## config.mk

```make
export PLATFORM = sky130hd
export DESIGN_NAME = ordered_id_set_table_top
export DESIGN_NICKNAME = d
export VERILOG_FILES = /design/src/sv/oidt_pkg.sv /design/src/sv/oidt_cell.sv /design/src/sv/ordered_id_set_table_top.sv
export SDC_FILE = /design/constraint.sdc
export NUM_CORES = 2
export LEC_CHECK = 0
export BUFFER_PORTS_ARGS = -buffer_cell sky130_fd_sc_hd__clkbuf_2
export CORE_MARGIN = 2
export CORE_UTILIZATION = 31
export CTS_CLUSTER_DIAMETER = 60
export DETAILED_ROUTE_END_ITERATION = 7
export PLACE_DENSITY_LB_ADDON = 0.05
export SYNTH_ARGS = -nofsm -noshare
export SYNTH_HDL_FRONTEND = slang
export SYNTH_SLANG_ARGS = --single-unit
```

## constraint.sdc

```tcl
create_clock -name clk -period 6.7 [get_ports clk]
set_input_delay 0.335 -clock clk [delete_from_list [all_inputs] [get_ports clk]]
set_output_delay 0.335 -clock clk [all_outputs]
set_load 0.02 [all_outputs]
```

## src/sv/oidt_pkg.sv

```systemverilog
// ----------------------------------------------------------------------------
// Ordered id set table package
// Command and status codes, fixed field widths and the cell control bundle.
// ----------------------------------------------------------------------------
package oidt_pkg;

    localparam int unsigned OIDT_MAX_ENTRIES = 64;

    localparam int unsigned ID_W     = 8;
    localparam int unsigned CMD_W    = 2;
    localparam int unsigned STATUS_W = 3;
    localparam int unsigned FIELD_W  = 7;
    // Wide enough for any count up to the largest table of 256 entries.
    localparam int unsigned WIDE_W   = 9;

    typedef enum logic [CMD_W-1:0] {
        CMD_ADD    = 2'd0,
        CMD_REMOVE = 2'd1,
        CMD_FIND   = 2'd2,
        CMD_GET    = 2'd3
    } cmd_t;

    typedef enum logic [STATUS_W-1:0] {
        ST_OK     = 3'd0,
        ST_FULL   = 3'd1,
        ST_RANGE  = 3'd2,
        ST_DUP    = 3'd3,
        ST_ABSENT = 3'd4
    } status_t;

    typedef struct packed {
        logic              load;     // compare the operand against every entry
        logic [ID_W-1:0]   operand;
        logic              add_en;   // append operand at position count
        logic              rem_en;   // close the gap at position pos
        logic [ID_W-1:0]   pos;
        logic [WIDE_W-1:0] count;
    } cell_ctl_t;

endpackage

```

## src/sv/oidt_cell.sv

```systemverilog
// ----------------------------------------------------------------------------
// Ordered id set table cell
// Holds one list entry, compares it with the operand and takes its right
// neighbour's entry when a removal closes the gap.
// ----------------------------------------------------------------------------
module oidt_cell
    import oidt_pkg::*;
#(
    parameter int unsigned IDX = 0
)
(
    input  logic            clk,
    input  logic            rst_n,
    input  cell_ctl_t       ctl,
    input  logic [ID_W-1:0] right_id,
    output logic [ID_W-1:0] id,
    output logic            match,
    output logic [ID_W-1:0] sel_id,
    output logic            sel
);

    logic [ID_W-1:0] id_reg;
    logic [ID_W-1:0] id_next;
    logic            match_reg;
    logic            sel_reg;
    logic            valid;
    logic            at_tail;
    logic            in_gap;

    assign valid   = WIDE_W'(IDX) < ctl.count;
    assign at_tail = WIDE_W'(IDX) == ctl.count;
    // Entries from the removed position up to the one before last move down.
    assign in_gap  = (WIDE_W'(IDX) >= {1'b0, ctl.pos}) && (WIDE_W'(IDX + 1) < ctl.count);

    always_comb
    begin
        id_next = id_reg;
        if (ctl.add_en && at_tail)
        begin
            id_next = ctl.operand;
        end
        else if (ctl.rem_en && in_gap)
        begin
            id_next = right_id;
        end
    end

    always_ff @(posedge clk)
    begin
        id_reg <= id_next;
    end

    always_ff @(posedge clk or negedge rst_n)
    begin
        if (!rst_n)
        begin
            match_reg <= 1'b0;
            sel_reg   <= 1'b0;
        end
        else if (ctl.load)
        begin
            match_reg <= valid && (id_reg == ctl.operand);
            sel_reg   <= valid && (ctl.operand == ID_W'(IDX));
        end
    end

    assign id     = id_reg;
    assign match  = match_reg;
    assign sel    = sel_reg;
    assign sel_id = sel_reg ? id_reg : '0;

endmodule

```

## src/sv/ordered_id_set_table_top.sv

```systemverilog
// ----------------------------------------------------------------------------
// Ordered id set table
// Duplicate-free list of member ids in insertion order, held in a row of
// cells, with add, remove, find and get commands.
// ----------------------------------------------------------------------------
//  Channel   Direction  Handshake          Contents
//  s_*       in         tvalid / tready    command, operand
//  m_*       out        tvalid / tready    status, answer, member_count
//  cfg_*     in         write enable only  capacity
//
//  Every cell compares its entry with the operand on the accepting edge, and
//  the resolving edge in S_EXEC resolves the command, shifts the cells on a
//  removal and loads the output register.
//  The resolving cycle waits while the output register holds an untaken result.
//  After reset the list is empty and the capacity is zero.
// ----------------------------------------------------------------------------
module ordered_id_set_table_top
    import oidt_pkg::*;
#(
    parameter int unsigned MAX_ENTRIES = OIDT_MAX_ENTRIES
)
(
    input  logic                clk,
    input  logic                rst_n,
    input  logic                s_tvalid,
    output logic                s_tready,
    input  logic [15:0]         s_tdata,   // command[1:0], operand[9:2]
    output logic                m_tvalid,
    input  logic                m_tready,
    output logic [23:0]         m_tdata,   // status[2:0], answer[9:3], member_count[16:10]
    input  logic                cfg_we,
    input  logic [FIELD_W-1:0]  cfg_wdata
);

    localparam int unsigned IDX_W = $clog2(MAX_ENTRIES);
    localparam int unsigned CNT_W = $clog2(MAX_ENTRIES + 1);

    typedef enum logic [1:0] {
        S_IDLE = 2'b01,
        S_EXEC = 2'b10
    } state_t;

    state_t              state_reg;
    state_t              state_next;
    logic [FIELD_W-1:0]  cap_reg;
    logic [CNT_W-1:0]    count_reg;
    logic [CNT_W-1:0]    count_next;
    cmd_t                cmd_reg;
    logic [ID_W-1:0]     opnd_reg;
    logic                m_valid_reg;
    logic [23:0]         m_data_reg;

    logic                accept;
    logic                exec_go;
    cell_ctl_t           ctl;
    logic [ID_W-1:0]     id_vec  [MAX_ENTRIES];
    logic [ID_W-1:0]     sid_vec [MAX_ENTRIES];
    logic [MAX_ENTRIES-1:0] match_vec;
    logic [MAX_ENTRIES-1:0] sel_vec;

    logic [IDX_W-1:0]    pos;
    logic [ID_W-1:0]     got_id;
    logic                find_hit;
    logic                get_hit;
    logic [WIDE_W-1:0]   cnt_wide;
    logic [WIDE_W-1:0]   eff_cap;
    status_t             status;
    logic [FIELD_W-1:0]  answer;
    logic [FIELD_W-1:0]  count_field;
    logic                add_en;
    logic                rem_en;

    assign s_tready = (state_reg == S_IDLE);
    assign accept   = s_tvalid && s_tready;
    assign exec_go  = (state_reg == S_EXEC) && (!m_valid_reg || m_tready);

    // ------------------------------------------------------------------
    // Row of cells
    // ------------------------------------------------------------------
    assign ctl.load    = accept;
    assign ctl.operand = accept ? s_tdata[9:2] : opnd_reg;
    assign ctl.add_en  = exec_go && add_en;
    assign ctl.rem_en  = exec_go && rem_en;
    assign ctl.pos     = ID_W'(pos);
    assign ctl.count   = cnt_wide;

    for (genvar g = 0; g < MAX_ENTRIES; g++)
    begin : g_cell
        logic [ID_W-1:0] right_id;
        if (g == MAX_ENTRIES - 1)
        begin : g_last
            assign right_id = id_vec[g];
        end
        else
        begin : g_mid
            assign right_id = id_vec[g+1];
        end

        oidt_cell #(
            .IDX (g)
        ) u_cell (
            .clk      (clk),
            .rst_n    (rst_n),
            .ctl      (ctl),
            .right_id (right_id),
            .id       (id_vec[g]),
            .match    (match_vec[g]),
            .sel_id   (sid_vec[g]),
            .sel      (sel_vec[g])
        );
    end

    // Ids are unique, so at most one cell matches and an OR of the
    // cell indexes gives its position.
    always_comb
    begin
        pos    = '0;
        got_id = '0;
        for (int i = 0; i < MAX_ENTRIES; i++)
        begin
            if (match_vec[i])
            begin
                pos = pos | IDX_W'(i);
            end
            got_id = got_id | sid_vec[i];
        end
    end

    assign find_hit = |match_vec;
    assign get_hit  = |sel_vec;
    assign cnt_wide = WIDE_W'(count_reg);
    assign eff_cap  = ({2'b00, cap_reg} > WIDE_W'(MAX_ENTRIES)) ?
                      WIDE_W'(MAX_ENTRIES) : {2'b00, cap_reg};

    // ------------------------------------------------------------------
    // Command resolution
    // ------------------------------------------------------------------
    always_comb
    begin
        status     = ST_OK;
        answer     = '0;
        add_en     = 1'b0;
        rem_en     = 1'b0;
        count_next = count_reg;
        case (cmd_reg)
            CMD_ADD:
            begin
                if (cnt_wide >= eff_cap)
                begin
                    status = ST_FULL;
                end
                else if ({1'b0, opnd_reg} >= eff_cap)
                begin
                    status = ST_RANGE;
                end
                else if (find_hit)
                begin
                    status = ST_DUP;
                end
                else
                begin
                    add_en     = 1'b1;
                    count_next = count_reg + CNT_W'(1);
                    answer     = FIELD_W'(WIDE_W'(count_next));
                end
            end
            CMD_REMOVE:
            begin
                if (find_hit)
                begin
                    rem_en     = 1'b1;
                    count_next = count_reg - CNT_W'(1);
                end
                else
                begin
                    status = ST_ABSENT;
                end
            end
            CMD_FIND:
            begin
                if (find_hit)
                begin
                    answer = FIELD_W'(WIDE_W'(pos));
                end
                else
                begin
                    status = ST_ABSENT;
                end
            end
            default:
            begin
                if (get_hit)
                begin
                    answer = got_id[FIELD_W-1:0];
                end
                else
                begin
                    status = ST_ABSENT;
                end
            end
        endcase
    end

    assign count_field = FIELD_W'(count_next);

    always_comb
    begin
        state_next = state_reg;
        unique case (state_reg)
            S_IDLE:
            begin
                if (accept)
                begin
                    state_next = S_EXEC;
                end
            end
            S_EXEC:
            begin
                if (exec_go)
                begin
                    state_next = S_IDLE;
                end
            end
            default:
            begin
                state_next = S_IDLE;
            end
        endcase
    end

    always_ff @(posedge clk or negedge rst_n)
    begin
        if (!rst_n)
        begin
            state_reg   <= S_IDLE;
            cap_reg     <= '0;
            count_reg   <= '0;
            m_valid_reg <= 1'b0;
        end
        else
        begin
            state_reg <= state_next;
            if (cfg_we)
            begin
                cap_reg <= cfg_wdata;
            end
            if (exec_go)
            begin
                count_reg   <= count_next;
                m_valid_reg <= 1'b1;
            end
            else if (m_tready)
            begin
                m_valid_reg <= 1'b0;
            end
        end
    end

    always_ff @(posedge clk)
    begin
        if (accept)
        begin
            cmd_reg  <= cmd_t'(s_tdata[1:0]);
            opnd_reg <= s_tdata[9:2];
        end
        if (exec_go)
        begin
            m_data_reg <= {7'd0, count_field, answer, status};
        end
    end

    assign m_tvalid = m_valid_reg;
    assign m_tdata  = m_data_reg;

endmodule

```

==> impl_metrics.env <==
export IMPL_outcome="finished with violations"
export IMPL_violations="max-capacitance violations"
export IMPL_postLayoutCellArea_um2=45500
export IMPL_cts_hold_buffers=19
export IMPL_maxCapViolations=1
export IMPL_cp_end_kind="flip-flop"
export IMPL_ys_types=71
export IMPL_floorplan_core_area_um2=124000
export IMPL_setup_worst_path_class="reg2reg"
export IMPL_largest_reg_flops=512
export IMPL_layout_filler_cells=12424
export IMPL_latest_clock_arrival_within_the_worst_skew_pair_ns=0.75
export IMPL_layout_worst_path_cycle_share=0.884
export IMPL_cts_repair_resize_count=0
export IMPL_fin_skew_ns=0.0307
export IMPL_synth_top_area_frac=0.410
export IMPL_residual_drc=0
export IMPL_syn_instance_count=3747
export IMPL_cts_tree="built"
export IMPL_tightestPinTransition_ns=1.46
export IMPL_final_weighted_congestion_in_routability_driven_placement=1.10
export IMPL_power_leakage_nw=16.1
export IMPL_place_area_um2=41800
export IMPL_cts_htree_levels=3
export IMPL_layout_nets=3855
export IMPL_initial_core_utilization=0.313
export IMPL_critPathArrivalTime_ns=6.30
export IMPL_antenna_found_initial=38
export IMPL_tns_ns=0
export IMPL_clock_sinks=684
export IMPL_floorplan_die_area_um2=128000
export IMPL_synth_area_um2=38900
export IMPL_cts_root_buf="sky130_fd_sc_hd__clkbuf_16"
export IMPL_ys_seq_area_frac=0.508
export IMPL_p_total_mw=14.4
export IMPL_syn_to_final_growth_pct=17.0
export IMPL_overflow=0
export IMPL_inserted_clock_buffers=101
export IMPL_place_detailed_hpwl_um=221000
export IMPL_worstHoldPathType="in2async"
export IMPL_io_pins=54
export IMPL_synth_enable_flop_cells=531
export IMPL_slew_violations=0
export IMPL_grt_start_max_net_pins=87
export IMPL_gr_usage_all_layers=0.440
export IMPL_ys_top_cells_by_count="sky130_fd_sc_hd__edfxtp_1, sky130_fd_sc_hd__nand2_1, sky130_fd_sc_hd__xnor2_1"
export IMPL_postCtsSetupRepairBufs=0
export IMPL_hold_viol_final=0
export IMPL_final_setup_violation_count=0
export IMPL_worst_case_clock_buffer_depth=3
export IMPL_timing_fmax_mhz=169
export IMPL_cell_type_with_the_highest_aggregate_area_in_the_netlist="sky130_fd_sc_hd__edfxtp_1"
export IMPL_r2r_slack_ns=0.78
export IMPL_drive_gt1_frac=0.149
export IMPL_count_of_antenna_violating_nets_left_after_detailed_routing=0
export IMPL_mean_number_of_vias_per_cell=6.65
export IMPL_detail_route_first_pass_iterations=6
export IMPL_pwr_density_cell_nw_per_um2=317
export IMPL_finalWorstPathRequiredPeriod_ns=5.92
export IMPL_critical_path_peak_fanout=15
export IMPL_ys_flop_type="sky130_fd_sc_hd__edfxtp_1"
export IMPL_avgRoutedWirePerCell_um=51.6
export IMPL_synth_seq_cells=684
export IMPL_relSlewSlack=0.0147
export IMPL_vias=36875
export IMPL_post_synth_top_count_cell="sky130_fd_sc_hd__edfxtp_1"
export IMPL_critPathRequiredTime_ns=7.08
export IMPL_drtIter0Drc=6385
export IMPL_synth_top_cells_by_area="sky130_fd_sc_hd__edfxtp_1, sky130_fd_sc_hd__xnor2_1, sky130_fd_sc_hd__dfrtp_1, sky130_fd_sc_hd__o21ai_0, sky130_fd_sc_hd__nand2_1"
export IMPL_max_vdd_ir_drop_uv=210
export IMPL_detail_route_wirelength_um=286000
export IMPL_setup_worst_path_start_class="flip-flop"
export IMPL_grt_first_pass_wirelength_um=364000
export IMPL_height_of_the_die_um=358
export IMPL_ys_warn_count=0
export IMPL_first_global_vias=33851
export IMPL_postSynth_asyncResetShare=0.212
export IMPL_cts_clk_slew_worst_paths_ns=0.06
export IMPL_post_synthesis_mean_instance_area_um2=10.4
export IMPL_num_rows=129
export IMPL_die_width_um=358
export IMPL_port_buffers=40
export IMPL_worst_r2r_cell_count=9
export IMPL_grt_setup_unrepaired="no"
[cells by family after synthesis]
logic type	count (synthesis)	share of synthesized area
AND/OR/NAND/NOR	1183	0.145
AO/OA/AOI/OAI	891	0.156
flip-flops	684	0.508
XOR/XNOR	514	0.116
buffers and inverters	337	0.0343
multiplexers	112	0.0322
adder cells (fa/ha/maj)	25	0.00805
other	1	0.0000965
[cell usage in the layout (no fill, tap or decap), drive strengths merged, types with 105 or more instances in the layout]
| cell | n |
|---|---|
| nor2 | 139 |
| xnor2 | 444 |
| buf | 197 |
| o21ai | 410 |
| edfxtp | 531 |
| nand2 | 523 |
| a221oi | 113 |
| clkbuf | 162 |
| mux2 | 105 |
| nand4 | 119 |
| dfrtp | 144 |
| a22o | 138 |
[critical path, stage by stage, from the launching register on]
cell and delay [ns]:
sky130_fd_sc_hd__dfrtp_1 0.51, sky130_fd_sc_hd__nor4_2 1.11, sky130_fd_sc_hd__nand3_1 0.58, sky130_fd_sc_hd__nor4_1 0.76, sky130_fd_sc_hd__nand4_1 0.26, sky130_fd_sc_hd__a2111oi_4 0.38, sky130_fd_sc_hd__buf_4 0.45, sky130_fd_sc_hd__nand2_1 0.41
sky130_fd_sc_hd__buf_4 0.34, sky130_fd_sc_hd__o22ai_1 0.70
[layer usage]
| layer | GRT usage | part of all wire | vias up |
|---|---|---|---|
| met5 | 0 | 0.00061 | - |
| met1 | 0.566 | 0.39 | 19123 |
| met2 | 0.630 | 0.41 | 2890 |
| met4 | 0.310 | 0.084 | 28 |
| met3 | 0.133 | 0.11 | 727 |
| li1 | - | - | 14107 |
[final timing paths]
kind	from	endpoint
max	g_cell[53].u_cell.match$_DFFE_PN0P_	g_cell[13].u_cell.id[6]$_DFFE_PP_
min in group clk	s_tdata[5]	g_cell[4].u_cell.match$_DFFE_PN0P_
max in group asynchronous	rst_n	g_cell[38].u_cell.match$_DFFE_PN0P_
max reg2reg	g_cell[53].u_cell.match$_DFFE_PN0P_	g_cell[13].u_cell.id[6]$_DFFE_PP_
min	rst_n	state_reg[1]$_DFFE_PN0P_
min reg2reg	g_cell[56].u_cell.match$_DFFE_PN0P_	g_cell[56].u_cell.match$_DFFE_PN0P_
[per-stage QoR]
| stage | hold slack, ns | worst slack, ns | cells | util |
|---|---|---|---|---|
| floorplan | 0.0394 | 3.19 | 3753 | - |
| CTS | 0.0123 | 1.16 | 5527 | 0.366 |
| detailed placement | 0.222 | 1.20 | 5317 | 0.337 |
| global route | 0.0464 | 0.963 | 5527 | 0.366 |
| finish | 0.0239 | 0.780 | 5544 | 0.366 |
| global placement | 0.217 | 1.28 | 5317 | 0.337 |
[layout make-up]
cell class,instances,area (um^2),share of cell area
clock inverters,68,717,0.0158
diodes,17,42.5,0.000935
well taps,1637,2050,0.0450
inverters,28,108,0.00237
repair buffers,255,1980,0.0435
flip-flops and latches,684,19700,0.434
multi-input cells,2732,18200,0.399
clock buffers,123,2700,0.0594
[power by group]
part,switching (mW),internal (mW)
Combinational,3.06,1.02
Clock,2.34,3.21
Sequential,0.145,4.62
Total,5.55,8.85
Note: power is estimated with default switching activity, not from simulation.
